$ cat src/rtl/mwcd_ram.sv
`timescale 1ns / 1ps
// mwcd_ram: generic single write, single read RAM with registered read.
// No dependencies.
module mwcd_ram #(
  parameter int WIDTH = 8,
  parameter int DEPTH = 256
) (
  input  logic                     clk,
  input  logic                     we,
  input  logic [$clog2(DEPTH)-1:0] waddr,
  input  logic [WIDTH-1:0]         wdata,
  input  logic [$clog2(DEPTH)-1:0] raddr,
  output logic [WIDTH-1:0]         rdata
);

  logic [WIDTH-1:0] mem [DEPTH];

  always_ff @(posedge clk) begin
    if (we) begin
      mem[waddr] <= wdata;
    end
    rdata <= mem[raddr];
  end

endmodule

$ cat config.mk
export PLATFORM = sky130hd
export DESIGN_NAME = mwcd_ram
export DESIGN_NICKNAME = d
export VERILOG_FILES = /design/src/rtl/mwcd_ram.sv
export SDC_FILE = /design/constraint.sdc
export NUM_CORES = 2
export LEC_CHECK = 0
export BUFFER_PORTS_ARGS = -buffer_cell sky130_fd_sc_hd__buf_2
export CORE_MARGIN = 2
export CORE_UTILIZATION = 45
export DETAILED_ROUTE_END_ITERATION = 8
export PLACE_DENSITY = 0.58
export REMOVE_ABC_BUFFERS = 1
export SLEW_MARGIN = 20
export SYNTH_ARGS = -nofsm -noshare
export SYNTH_HDL_FRONTEND = slang
export SYNTH_SLANG_ARGS = --single-unit
$ cat constraint.sdc
create_clock -name clk -period 3.35 [get_ports clk]
set_clock_uncertainty 0.1 [all_clocks]
set_input_delay 0.67 -clock clk [delete_from_list [all_inputs] [get_ports clk]]
set_output_delay 0.67 -clock clk [all_outputs]
set_load 0.01 [all_outputs]
======== Word-level counts from Yosys, hierarchy flattened ========
Memories as Yosys holds them, arrays and structs flattened. A register that Yosys moved wholly into a read port is not among the register bits.
Index checks and enable logic that the tools add are counted.
cells by class
  multiplexer cells ....................... 2
operators with widths
  kind              count
  1-bit 2-to-1 mux  2
word-level totals
  memories kept ........................... 1
  output and inout bits ................... 8
  memory bits (writable) .................. 2048
  bits in registers ....................... 0
  logic and storage cells ................. 3
memory list
  memory  words  bits a word  rd ports  clocked after memory_dff  wr ports  line  RTL
  mem     256    8            1         1                         1         16    logic [WIDTH-1:0] mem [DEPTH];

======== Depth between registers and ports, before layout ========
  depth in word-level cells ............... 2
  gate-level depth with buffers ........... 11

======== Worst setup path before layout ========
OpenSTA, ideal clock, no wires.
  path type ............................... input-to-reg
  from .................................... in raddr[0]
  to ...................................... reg rdata[2] (read register of mem)
  stages .................................. 9
  setup time .............................. 0.131 ns
  setup slack ............................. 0.642 ns
  arrival ................................. 2.477 ns
  buffers on the path ..................... 4
  cell sequence ........................... buf_6 -> buf_12 -> buf_8 -> buf_2 -> mux4_2 -> a22oi_1 -> a21oi_1 -> nor4_1 -> nor4_2
RTL lines
  what         line  RTL
  from (decl)  12    input logic [$clog2(DEPTH)-1:0] raddr,
  to (decl)    13    output logic [WIDTH-1:0] rdata

==> flow_summary_export.csv <==
group,metric,value,unit
run_status,run_status,"completed",
die,row_count,154,
final_layout,nets,4338,
cts,cts_num_sinks,2056,
setup_path,timing.rr.start,"mem[84][0]$_DFFE_PP_",
synth,synth_seq_cells,2056,
routing,drt-vias-per-instance,5.89,
hold_path,hold_depth,1,
setup_path,worst_setup_path_start_kind,"primary input",
global_route,grt_start_max_net_pins,105,
power,peakVddDrop,0.000553,V
final_layout,synthToLayoutAreaGrowth,16.5,%
final_layout,post-route-util,0.527,
synth,yosysSeqAreaShare,0.775,
synth,syn_avg_cell_area,21.3,um2
cts,cts_root_buf,"clkbuf_16",
routing,ant_nets,0,
final_layout,antenna_cells,0,
timing,hold_viol,0,
synth,yosysTopAreaCell,"edfxtp_1",
placed_design,io_buffers,33,
routing,drc,0,
die,ios,34,
timing,fin_tns_setup,0,ns
setup_path,crit_start,"raddr[0]",
die,die_area,180000,um2
timing,slew_viol_final,0,
synth,synth_flop_cell,"edfxtp_1",
die,die_y,424,um
cts,ctsResizeCount,0,
synth,async_flop_share,0,
cts,cts-buffers-inserted,199,
routing,wire_per_inst,29.8,um
timing,fin_crit,3.19,ns
setup_path,r2r_slack,0.46,ns
global_route,antenna_found_initial,5,
synth,synth_edf_count,2048,
cts,cts_tree,"built",
power,p_leak,29.7,nW
synth,synth_most_common_cell,"edfxtp_1",
placed_design,gp_congestion,0.831,
timing,max_freq,314,MHz
routing,routed_wl,203,mm
setup_path,crit_type,"primary input to flip-flop",
cts,cts_hold_buf,0,
setup_path,required,3.92,ns
hold_path,hold_path_startpoint,"wdata[6]",
final_layout,layout-drive-gt1-share,0.302,
synth,synth.area.top_cells,"edfxtp_1 (77%), mux4_2 (13%), mux2i_1 (1.7%)",
timing,tightest_slew,1.22,ns
synth,yosysTopAreaCellShare,0.773,
setup_path,worstPathMaxFanout,20,
setup_path,reg2regPathDepth,6,
synth,synth.distinct_cells,55,
synth,synthMuxAreaShare,0.146,
synth,synth_compound_area_frac,0.0342,
timing,holdWs,0.156,ns
setup_path,crit_slowest_cell,"nor4_1",
placed_design,hpwl,131,mm
power,powerDensity,567,nW/um2
global_route,overflow,0,
cts,cts_max_level,4,
routing,dr.pass1.iters,5,
hold_path,hp-class,"primary input to flip-flop",
die,start_util,0.452,
timing,relSlewSlack,0.180,
synth,synth_top_family_by_area,"multiplexers",
timing,setup_viol_count_final,0,
setup_path,max_stage_delay,0.98,ns
synth,synth_warnings,0,
global_route,grt_pass1_vias,40349,
cts,insertion_delay,0.83,ns
job,cap_violations,0,
routing,first_iter_violations,4496,
setup_path,arrival,3.76,ns
synth,synthXorXnorAreaFrac,0,
setup_path,path_cells,"buf_8 -> buf_12 -> buf_12 -> buf_4 -> buf_4 -> mux4_2 -> a22oi_1 -> a21oi_1 -> nor4_1 -> nor4_2",
hold_path,min_to,"mem[54][6]$_DFFE_PP_",
setup_path,r2r_end,"rdata[0]$_DFF_P_",
global_route,grt.total_usage,0.227,
die,core,176000,um2
synth,synthAdderAreaFrac,0,
die,die_w,424,um
synth,syn_inst,3733,
cts,cts_max_path_buffers,3,
setup_path,cp-end-kind,"flip-flop",
synth,synth_simple_gate_area_share,0.0263,
global_route,grt_first_pass_wirelength,292,mm
synth,synth_common_cells,"edfxtp_1 (2,048), mux4_2 (454), nor2_1 (282)",
synth,syn_area,79600,um2
cts,cts_setup_buffers,0,
routing,vias,40142,
cts,path_clk_slew,0.06,ns
timing,fin_crit_sh,0.952,
timing,rsz0062_at_grt,"false",
## worst max-delay path: cells and delay by family
kind            cells  cell delay [ns]
mux                 1             0.51
buf+inv             5             1.06
simple gates        2             1.07
compound gates      2             0.37
## cells in the final DEF (no fill, tap or decap), types with 48 or more instances in the layout
| cell type | count |
|---|---|
| a21oi_1 | 96 |
| a22oi_1 | 133 |
| buf_12 | 63 |
| buf_4 | 517 |
| clkbuf_1 | 59 |
| clkbuf_16 | 206 |
| clkinv_1 | 48 |
| edfxtp_1 | 2048 |
| mux2i_1 | 134 |
| mux4_2 | 454 |
| nor2_1 | 279 |
## cells by family (layout without fill, tap and decap cells)
logic type | count (synthesis) | after routing
multiplexers | 591 | 591
AO/OA/AOI/OAI | 385 | 385
flip-flops | 2056 | 2056
buffers and inverters | 235 | 981
AND/OR/NAND/NOR | 466 | 466
## power breakdown
part	total, W	switching [W]	internal (W)	leakage (nW)
clock	0.0213	0.00933	0.0120	3.01
sequential	0.0284	0.0000523	0.0284	18.5
combinational	0.00284	0.00175	0.00109	8.20
## state kept, by name, indices dropped and copies added (netlist names)
signal,flops
rdata,8
mem,2048
## area by class of cell
type	count	area (um2)
Multi-Input combinational cell	1442	16500
Clock inverter	100	749
Timing Repair Buffer	611	5400
Inverter	2	7.51
Fill cell	13634	83200
Sequential cell	2056	61700
Tap cell	2340	2930
Clock buffer	268	5420
## metal layers
| metal | part of all wire | GRT usage | wire, um | vias up |
|---|---|---|---|---|
| li1 | - | - | - | 16867 |
| met1 | 0.42 | 0.321 | 84500 | 21532 |
| met2 | 0.49 | 0.368 | 100000 | 1497 |
| met3 | 0.069 | 0.0384 | 14000 | 246 |
| met4 | 0.023 | 0.0574 | 4670 | 0 |
| met5 | 0 | 0 | 0 | - |
## metrics by stage
| step | setup WS [ns] | cells | total power [W] | instance area [um2] |
|---|---|---|---|---|
| 3_3_place_gp | -0.998 | 6449 | 0.0318 | 86500 |
| 5_1_grt | 0.150 | 6819 | 0.0541 | 92700 |
| 6_report | 0.160 | 6819 | 0.0526 | 92700 |
| 3_5_place_dp | -0.632 | 6451 | 0.0318 | 86500 |
| 2_1_floorplan | 0.172 | 3500 | 0.0299 | 78100 |
| 4_1_cts | 0.258 | 6819 | 0.0530 | 92700 |
## how the worst max path moves through the flow
stage                                   to  slack (ns)  cells past startpoint
after floorplan           rdata[6]$_DFF_P_        0.17                      6
after global placement    rdata[5]$_DFF_P_        -1.0                      9
after detailed placement  rdata[2]$_DFF_P_       -0.63                      9
after CTS                 rdata[2]$_DFF_P_        0.26                      9
after global routing      rdata[0]$_DFF_P_        0.15                     10
final                     rdata[0]$_DFF_P_        0.16                     10
Power figures use the tool's default switching activity.
