File: src/rtl/mwcd_div.sv
`timescale 1ns / 1ps
// mwcd_div: restoring divider, one quotient bit per cycle, 48 by 16 bits.
// No dependencies.
module mwcd_div (
  input  logic        clk,
  input  logic        rst,
  input  logic        start,
  input  logic [47:0] dividend,
  input  logic [15:0] divisor,
  output logic        done,
  output logic [47:0] quotient
);

  logic [15:0] rem;
  logic [15:0] dvs;
  logic [5:0]  cnt;
  logic        run;
  logic [16:0] r2;
  logic        ge;

  assign r2 = {rem, quotient[47]};
  assign ge = r2 >= {1'b0, dvs};

  always_ff @(posedge clk) begin
    if (rst) begin
      run  <= 1'b0;
      done <= 1'b0;
      cnt  <= 6'd0;
    end else begin
      done <= 1'b0;
      if (start) begin
        run      <= 1'b1;
        cnt      <= 6'd47;
        rem      <= 16'd0;
        dvs      <= divisor;
        quotient <= dividend;
      end else if (run) begin
        rem      <= ge ? 16'(r2 - {1'b0, dvs}) : r2[15:0];
        quotient <= {quotient[46:0], ge};
        cnt      <= cnt - 6'd1;
        if (cnt == 6'd0) begin
          run  <= 1'b0;
          done <= 1'b1;
        end
      end
    end
  end

endmodule

File: config.mk
export PLATFORM = sky130hd
export DESIGN_NAME = mwcd_div
export DESIGN_NICKNAME = d
export VERILOG_FILES = /design/src/rtl/mwcd_div.sv
export SDC_FILE = /design/constraint.sdc
export NUM_CORES = 1
export LEC_CHECK = 0
export BUFFER_PORTS_ARGS = -buffer_cell sky130_fd_sc_hd__buf_2
export CORE_MARGIN = 3
export CORE_UTILIZATION = 23
export DETAILED_ROUTE_END_ITERATION = 6
export GPL_TIMING_DRIVEN = 1
export PLACE_DENSITY_LB_ADDON = 0.12
export SLEW_MARGIN = 20
export SYNTH_ARGS = -nofsm -noshare
export SYNTH_HDL_FRONTEND = slang
export SYNTH_SLANG_ARGS = --single-unit
export TNS_END_PERCENT = 50
File: constraint.sdc
create_clock -name clk -period 5.7 [get_ports clk]
set_input_delay 0.855 -clock clk [delete_from_list [all_inputs] [get_ports clk]]
set_output_delay 0.855 -clock clk [all_outputs]
set_load 0.02 [all_outputs]
# After elaboration in Yosys (flattened, before gate mapping)
# Index checks and enable logic that the tools add are counted.
# Widths: inputs -> output; s select.
# word_totals
reg_bits	88
latch_bits	0
ramBits	0
rom_bits	0
input_bits	67
elab_cells	28
mem_count	0
# op_classes
add_sub_neg	2
mul	0
div_mod_pow	0
n_lt_le_gt_ge	1
n_eq_ne	0
shifts	0
mux	10
n_bitwise	2
n_reduce_logical	6
# ops
operator	n
$mux 48	2
$mux 16	2
$ge 17x16->1	1
$sub 16x16->16	1
$mux 6	2
$logic_not 6->1	1
$sub 6x1->6 const B	1
$mux 1	4
$reduce_and 2->1	2
$reduce_or 3->1	1
$not 1->1	2
$reduce_bool 2->1	1
$reduce_or 2->1	1

# Depth between registers and ports, before layout
# Gate-level depths: netlist of the first run.
# depth
word_depth	4
depth_mapped	10
mapped_depth_nobuf	9

# Worst setup path before layout of the first run
# No wires, ideal clock.
# synth_timing
kind	input port to flip-flop
from	input port start
to	register quotient[0], enable pin
t_arrival_ns	4.214
t_required_ns	5.212
slack_ns	0.998
path_stages	4
n_path_buf	2
path_cell_list	buf_1 -> buf_1 -> nor2_1 -> nor2_1
# synth_between
elab_chain_cells	2
# synth_rtl
element	line	source
from (decl)	7	input logic start,
$reduce_bool 2->1 (no source line)	--	
$reduce_and 2->1 (no source line)	--	
to (signal assigned)	36	quotient <= dividend;
to (signal assigned)	39	quotient <= {quotient[46:0], ge};
to (decl)	11	output logic [47:0] quotient
# Every way passes these cells.
# A chain may end at the register's enable or synchronous reset.

# Final worst setup path of the first run
# layout_timing
from	register rem[8]
to	register rem[2], data pin
# layout_between
elab_chain_cells	3
# layout_rtl
element	line	source
from (decl)	14	logic [15:0] rem;
from (signal assigned)	38	rem <= ge ? 16'(r2 - {1'b0, dvs}) : r2[15:0];
$ge 17x16->1	22	assign ge = r2 >= {1'b0, dvs};
$mux 16	38	
$mux 16	37	end else if (run) begin
# Every way passes these cells. The select of a mux whose other input is x is not followed.

==> results of run 1 <==
## worst max-delay path by stage
| stage | from | to | slack [ns] |
|---|---|---|---|
| finish | rem[8]$_SDFFCE_PP0P_ | rem[2]$_SDFFCE_PP0P_ | 2.82 |
| global route | rem[8]$_SDFFCE_PP0P_ | rem[2]$_SDFFCE_PP0P_ | 2.60 |
| CTS | rem[5]$_SDFFCE_PP0P_ | rem[2]$_SDFFCE_PP0P_ | 2.82 |
| detailed placement | start | dvs[3]$_DFFE_PP_ | 2.42 |
| global placement | start | dvs[3]$_DFFE_PP_ | 2.57 |
| floorplan | start | quotient[0]$_DFFE_PP_ | 1.0 |
## cell families (layout without fill, tap and decap cells)
kind of cell | Yosys count | after routing
mux | 56 | 56
compound gates | 59 | 59
buf+inv | 33 | 156
flops | 88 | 88
simple gates | 72 | 72
xor+xnor | 14 | 14
fa+ha+maj | 19 | 19
## worst max-delay path, cell delays in order, from the launching register on
cell,delay [ns]
sky130_fd_sc_hd__edfxtp_1,0.40
sky130_fd_sc_hd__ha_1,0.44
sky130_fd_sc_hd__nand4_1,0.21
sky130_fd_sc_hd__nor4_1,0.49
sky130_fd_sc_hd__o21bai_1,0.26
sky130_fd_sc_hd__o211ai_4,0.45
sky130_fd_sc_hd__mux2i_1,0.30
sky130_fd_sc_hd__nor2_1,0.06
## registers in the layout (all words and copies together) (netlist names)
signal / flops
rem: 16
quotient: 48
cnt: 6
dvs: 16
run: 1
done: 1
## power by group through the flow
stage | clock (uW) | combinational (uW) | sequential, uW
2_1_floorplan | 0 | 238 | 834
3_3_place_gp | 0 | 362 | 809
3_5_place_dp | 0 | 364 | 809
4_1_cts | 644 | 367 | 796
5_1_grt | 669 | 404 | 802
6_report | 620 | 360 | 795
## through the flow
stage                     hold WS [ns]  cell area [um2]  power [uW]   util
after floorplan                  0.529             4510        1070      -
after global placement           0.544             5380        1170  0.284
after detailed placement         0.559             5410        1170  0.285
after CTS                        0.574             5710        1810  0.301
after global routing             0.607             5710        1870  0.301
final                            0.569             5710        1770  0.301
## cells in the final DEF, fill, tap and decap left out, types with 2 or more instances in the layout
| cell type | synthesis | routed |
|---|---|---|
| sky130_fd_sc_hd__ha_1 | 18 | 18 |
| sky130_fd_sc_hd__edfxtp_1 | 80 | 80 |
| sky130_fd_sc_hd__a21oi_2 | 2 | 2 |
| sky130_fd_sc_hd__nor3_1 | 3 | 3 |
| sky130_fd_sc_hd__nand2b_1 | 4 | 4 |
| sky130_fd_sc_hd__xnor2_1 | 7 | 7 |
| sky130_fd_sc_hd__nand3_1 | 6 | 6 |
| sky130_fd_sc_hd__or3_1 | 4 | 4 |
| sky130_fd_sc_hd__nor4_1 | 2 | 2 |
| sky130_fd_sc_hd__nor2_1 | 24 | 23 |
| sky130_fd_sc_hd__o21a_1 | 3 | 3 |
| sky130_fd_sc_hd__buf_2 | 1 | 115 |
| sky130_fd_sc_hd__o21ai_1 | 2 | 2 |
| sky130_fd_sc_hd__a211oi_2 | 6 | 6 |
| sky130_fd_sc_hd__dfxtp_1 | 8 | 8 |
| sky130_fd_sc_hd__a21oi_1 | 15 | 15 |
| sky130_fd_sc_hd__o21ai_0 | 6 | 6 |
| sky130_fd_sc_hd__nand4_1 | 3 | 3 |
| sky130_fd_sc_hd__o2111ai_1 | 4 | 4 |
| sky130_fd_sc_hd__mux2i_1 | 8 | 8 |
| sky130_fd_sc_hd__inv_1 | 21 | 21 |
| sky130_fd_sc_hd__nand2_1 | 12 | 12 |
| sky130_fd_sc_hd__clkbuf_16 | 0 | 9 |
| sky130_fd_sc_hd__nor4b_1 | 2 | 2 |
| sky130_fd_sc_hd__a21o_1 | 6 | 6 |
| sky130_fd_sc_hd__inv_6 | 0 | 2 |
| sky130_fd_sc_hd__buf_4 | 0 | 3 |
| sky130_fd_sc_hd__xor2_1 | 7 | 7 |
| sky130_fd_sc_hd__nor2_2 | 4 | 4 |
| sky130_fd_sc_hd__and2_1 | 2 | 2 |
| sky130_fd_sc_hd__mux2_2 | 48 | 48 |
| sky130_fd_sc_hd__nor2b_1 | 2 | 2 |
| sky130_fd_sc_hd__o211ai_1 | 4 | 4 |
## cell type report
class                   count  area (um2)  share of cell area
clock inverters             6        75.1              0.0131
multi-input cells         220        1820               0.318
repair buffers            119         626               0.110
inverters                  21        78.8              0.0138
flip-flops and latches     88        2560               0.449
well taps                 260         325              0.0570
clock buffers              10         229              0.0401
## metal layers
layer	vias up	global-route usage	part of all wire	routed length [um]
met4	4	0.0334	0.016	174
met3	15	0.0500	0.090	973
met5	-	0	0.0019	21
li1	1514	-	-	-
met2	98	0.153	0.43	4680
met1	1445	0.134	0.46	4990
==> results.toml, run 1 <==
[outcome]
status = "finished clean"

[logic_synthesis]
synthDominantAreaCellType = "sky130_fd_sc_hd__edfxtp_1"
yosys_warnings = 0
synth_simple_gate_area_share = 0.0799
synth_xor_area_frac = 0.0272
yosys.cell_types.count = 49
synth-seq-cells = 88
sequential_cell_area_fraction_in_the_yosys_report = 0.568
synthArstFlopShare = 0
post_synthesis_net_count = 427
area_share_of_the_largest_cell_type_after_synthesis = 0.533
synth-compound-area-share = 0.102
synth_edf_count = 80
synth-adder-area-share = 0.0544
muxShareOfSynthArea = 0.138
post_synth_design_cell_area_um2 = 4510
synth.avg_cell_area_um2 = 13.2
synth_top_family_by_area = "multiplexers"
post_synth_inst_count = 341
yosysMostFrequentCell = "sky130_fd_sc_hd__edfxtp_1"
postSynth.topFlopCell = "sky130_fd_sc_hd__edfxtp_1"
post_synth_most_frequent_cells = "80 x sky130_fd_sc_hd__edfxtp_1, 48 x sky130_fd_sc_hd__mux2_2, 24 x sky130_fd_sc_hd__nor2_1"
synth_top_cells_by_area = "sky130_fd_sc_hd__edfxtp_1 53%, sky130_fd_sc_hd__mux2_2 12%, sky130_fd_sc_hd__ha_1 5.0%"

[cts]
cts.reportedPaths.clkPinSlew_ns = 0.07
post-cts-setup-buffer-count = 0
clockBufferDepth = 2
cts_tree = "done"
post_cts_hold_buffer_count = 0
clkLatencyLatePin_ns = 0.34
cts.root.buffer_cell = "sky130_fd_sc_hd__clkbuf_16"
cts_inserted_buffers = 9
cts_repair_resize_count = 0
clock_tree.htree_level_count = 3
tritoncts_num_sinks = 88

[worst_setup_path]
reg2reg_slack_ns = 2.82
critPathKind = "flip-flop to flip-flop"
timing.critical_path.arrival_ns = 2.94
r2r_start = "rem[8]$_SDFFCE_PP0P_"
r2r_end = "rem[2]$_SDFFCE_PP0P_"
startpoint_type = "flip-flop"
top_fanout_value_on_the_critical_path = 24
setup.worst_path.end_class = "flip-flop"
worst-endpoint-required_ns = 5.76
r2r.worst_path.cells = 7

[power]
power.share.combinational = 0.203
clkPwrFrac = 0.349
leakage_uw = 0.00229
power.sequential.fraction = 0.448
internal_portion_of_total_power_uw = 1270
cell_pwr_density_nw_per_um2 = 311
sw_frac_of_total = 0.284
vdd.ir_drop.worst_mv = 0.139
p_sw_uw = 504

[timing]
timing.setup.tns_ns = 0
timing.fmax_ghz = 0.348
fin_crit_sh = 0.505
final_critical_path_setup_slack_ns = 2.82
rsz0062_at_grt = "no"
tightest_slew_ns = 0.965
timing.slew.headroom = 0.353
fin_worst_skew_ns = 0.0117
finalCriticalPeriod_ns = 2.88
report.final.setup_viol = 0
final_max_slew_viol_count = 0
number_of_hold_violations_in_the_final_report = 0

[route]
ant_nets = 0
drt_pre_antenna_iters = 4
sum_of_routed_wire_length_over_all_layers_mm = 10.8
drc = 0
via_count = 3076
routed_length_per_instance_um = 15.0
detail_route.iter0.violations = 181
via_per_inst = 4.25

[die]
io-pin-count = 116
floorplan.die.width_um = 146
die-height_um = 146
floorplan.initialDensity = 0.238
fp-row-count = 50
die_area_um2 = 21300
core-area_um2 = 19000

[hold_path]
hold_path_startpoint = "cnt[4]$_SDFFE_PP0P_"
worstHoldPathType = "flip-flop to flip-flop"
worst_hold_path.endpoint = "cnt[4]$_SDFFE_PP0P_"
min_path_cells = 2

[place]
globalplace.congestion = 0.761
buffer_ports.inserted = 115
detailedPlace.worstSlack_ns = 2.42
placedCellCount = 708
place.detailed.hpwl_mm = 7.64

[grt]
grt_max_degree = 76
grt_pass1_vias = 3272
grt_first_pass_wirelength_mm = 17.7
grt_usage = 0.104
grt.overflow.total = 0
initial_antenna_violation_count = 2

[cells_and_area]
area_growth_syn_to_layout_pct = 26.6
share_of_cells_above_drive_strength_1 = 0.431
nets = 545
num_antenna_cells = 0
fin_cells = 724
fillerInstances = 1966

[run]
drv_cap = 0
Note: power is estimated with default switching activity, not from simulation.
==> run 2, diff against run 1 <==
==> constraint.sdc (replaced) <==
create_clock -name clk -period 2.84 [get_ports clk]
set_input_delay 0.426 -clock clk [delete_from_list [all_inputs] [get_ports clk]]
set_output_delay 0.426 -clock clk [all_outputs]
set_load 0.02 [all_outputs]
==> run 2 against run 1 <==
Total power grew 99%; core utilization grew 0.19 points; wire length shrank 0.33%; sequential cell count is the same; fmax grew 16%; sequential power grew 100%; die area is the same.
==> results.toml, run 2 (synthesis results as in run 1) <==
[outcome]
status = "finished clean"

[cells_and_area]
layout.area.seq_um2 = 2560
highest_count_cells_in_the_layout_ignoring_fill_and_taps = "115 x sky130_fd_sc_hd__buf_2, 80 x sky130_fd_sc_hd__edfxtp_1, 48 x sky130_fd_sc_hd__mux2_2"
post-route-util = 0.303
fin_cells = 731
commonest_non_fill_non_tap_cell_in_the_layout = "sky130_fd_sc_hd__buf_2"
top_flop_regs = "quotient: 48 flops, dvs: 16 flops, rem: 16 flops"
nets = 551
share_of_cells_above_drive_strength_1 = 0.440
fillerInstances = 1942
multi_input_area_um2 = 1820
largest_reg_flops = 48
area_growth_syn_to_layout_pct = 27.4
top_register = "quotient"

[worst_setup_path]
r2r_start = "rem[9]$_SDFFCE_PP0P_"
worst-endpoint-required_ns = 2.93
reg2reg_slack_ns = 0.37
timing.critical_path.arrival_ns = 2.56
startpoint_type = "flip-flop"
critPathKind = "flip-flop to flip-flop"
setup.worst_path.end_class = "flip-flop"
r2r.worst_path.cells = 8
top_fanout_value_on_the_critical_path = 8
r2r_end = "rem[9]$_SDFFCE_PP0P_"

[die]
fp-row-count = 50
die-height_um = 146
floorplan.die.width_um = 146
die_area_um2 = 21300
io-pin-count = 116
core-area_um2 = 19000
floorplan.initialDensity = 0.238

[grt]
met2_layer_usage_reported_by_global_route = 0.157
grt_util_met1 = 0.130
grt.overflow.total = 0
grt_first_pass_wirelength_mm = 17.6
initial_antenna_violation_count = 2
grt_usage = 0.103
grt_busiest_layer = "met2"
grt_pass1_vias = 3294
grt_util_met3 = 0.0462
grt_max_degree = 55

[timing]
fin_worst_skew_ns = 0.00658
report.final.setup_viol = 0
fin_crit_sh = 0.870
timing.setup.tns_ns = 0
timing.fmax_ghz = 0.405
final_max_slew_viol_count = 0
rsz0062_at_grt = "no"
timing.slew.headroom = 0.576
tightest_slew_ns = 0.636
finalCriticalPeriod_ns = 2.47
number_of_hold_violations_in_the_final_report = 0

[place]
globalplace.congestion = 0.777
placedCellCount = 714
place.detailed.hpwl_mm = 7.54
buffer_ports.inserted = 115

[route]
ant_nets = 0
drt_pre_antenna_iters = 4
drc = 0
sum_of_routed_wire_length_over_all_layers_mm = 10.8
routed_length_per_instance_um = 14.8
via_per_inst = 4.29
detail_route.iter0.violations = 141
via_count = 3138

[cts]
cts_inserted_buffers = 9
cts_tree = "done"
post-cts-setup-buffer-count = 0
cts_repair_resize_count = 0
cts.reportedPaths.clkPinSlew_ns = 0.07
clockBufferDepth = 2
clkLatencyLatePin_ns = 0.35
post_cts_hold_buffer_count = 0
tritoncts_num_sinks = 88
cts.root.buffer_cell = "sky130_fd_sc_hd__clkbuf_16"
clock_tree.htree_level_count = 3

[power]
power.share.combinational = 0.211
sw_frac_of_total = 0.295
leakage_uw = 0.00232
clkPwrFrac = 0.337
power.sequential.fraction = 0.452
vdd.ir_drop.worst_mv = 0.282
cell_pwr_density_nw_per_um2 = 614
internal_portion_of_total_power_uw = 2490
p_sw_uw = 1040

[hold_path]
worstHoldPathType = "primary input to flip-flop"
min_path_cells = 1
worst_hold_path.endpoint = "dvs[3]$_DFFE_PP_"
hold_path_startpoint = "divisor[3]"

[run]
drv_cap = 0
[run 2: layout make-up]
type                    instances  area share
inverters                      21      0.0137
multi-input cells             220       0.316
repair buffers                125       0.118
diodes                          1    0.000435
clock inverters                 7      0.0109
flip-flops and latches         88       0.446
well taps                     260      0.0566
clock buffers                   9      0.0392
[run 2: critical path, stage by stage, from the launching register on]
cell	delay (ns)
sky130_fd_sc_hd__edfxtp_1	0.41
sky130_fd_sc_hd__ha_1	0.42
sky130_fd_sc_hd__nand4_1	0.19
sky130_fd_sc_hd__nor4_1	0.36
sky130_fd_sc_hd__o21bai_1	0.24
sky130_fd_sc_hd__o211ai_4	0.15
sky130_fd_sc_hd__buf_4	0.20
sky130_fd_sc_hd__mux2i_1	0.19
sky130_fd_sc_hd__nor2_1	0.05
[run 2: power groups by stage]
stage          clock network [uW]  registers (uW)  logic [uW]
6_report                     1190            1590         746
5_1_grt                      1300            1610         832
4_1_cts                      1260            1590         759
3_5_place_dp                    0            1620         754
3_3_place_gp                    0            1620         759
2_1_floorplan                   0            1670         480
[run 2: layer usage]
layer | share of wire | up-vias
met3 | 0.085 | 21
met5 | 0.0025 | -
met1 | 0.45 | 1477
met4 | 0.016 | 4
met2 | 0.44 | 100
li1 | - | 1536
[run 2: how the worst max path moves through the flow]
stage	from	slack (ns)	cells past startpoint	to
2_1_floorplan	start	0.34	4	quotient[0]$_DFFE_PP_
3_5_place_dp	quotient[47]$_DFFE_PP_	0.41	9	rem[14]$_SDFFCE_PP0P_
6_report	rem[9]$_SDFFCE_PP0P_	0.37	8	rem[9]$_SDFFCE_PP0P_
4_1_cts	quotient[47]$_DFFE_PP_	0.36	9	rem[14]$_SDFFCE_PP0P_
3_3_place_gp	rem[8]$_SDFFCE_PP0P_	0.43	8	rem[14]$_SDFFCE_PP0P_
5_1_grt	rem[9]$_SDFFCE_PP0P_	0.19	8	rem[9]$_SDFFCE_PP0P_
[run 2: per-stage QoR]
stage | worst slack [ns] | hold slack [ns] | instance area (um2) | power, uW
global placement | 0.432 | 0.552 | 5460 | 2380
finish | 0.368 | 0.248 | 5750 | 3530
global route | 0.190 | 0.232 | 5750 | 3740
CTS | 0.364 | 0.228 | 5750 | 3610
detailed placement | 0.406 | 0.560 | 5460 | 2380
floorplan | 0.341 | 0.525 | 4520 | 2150
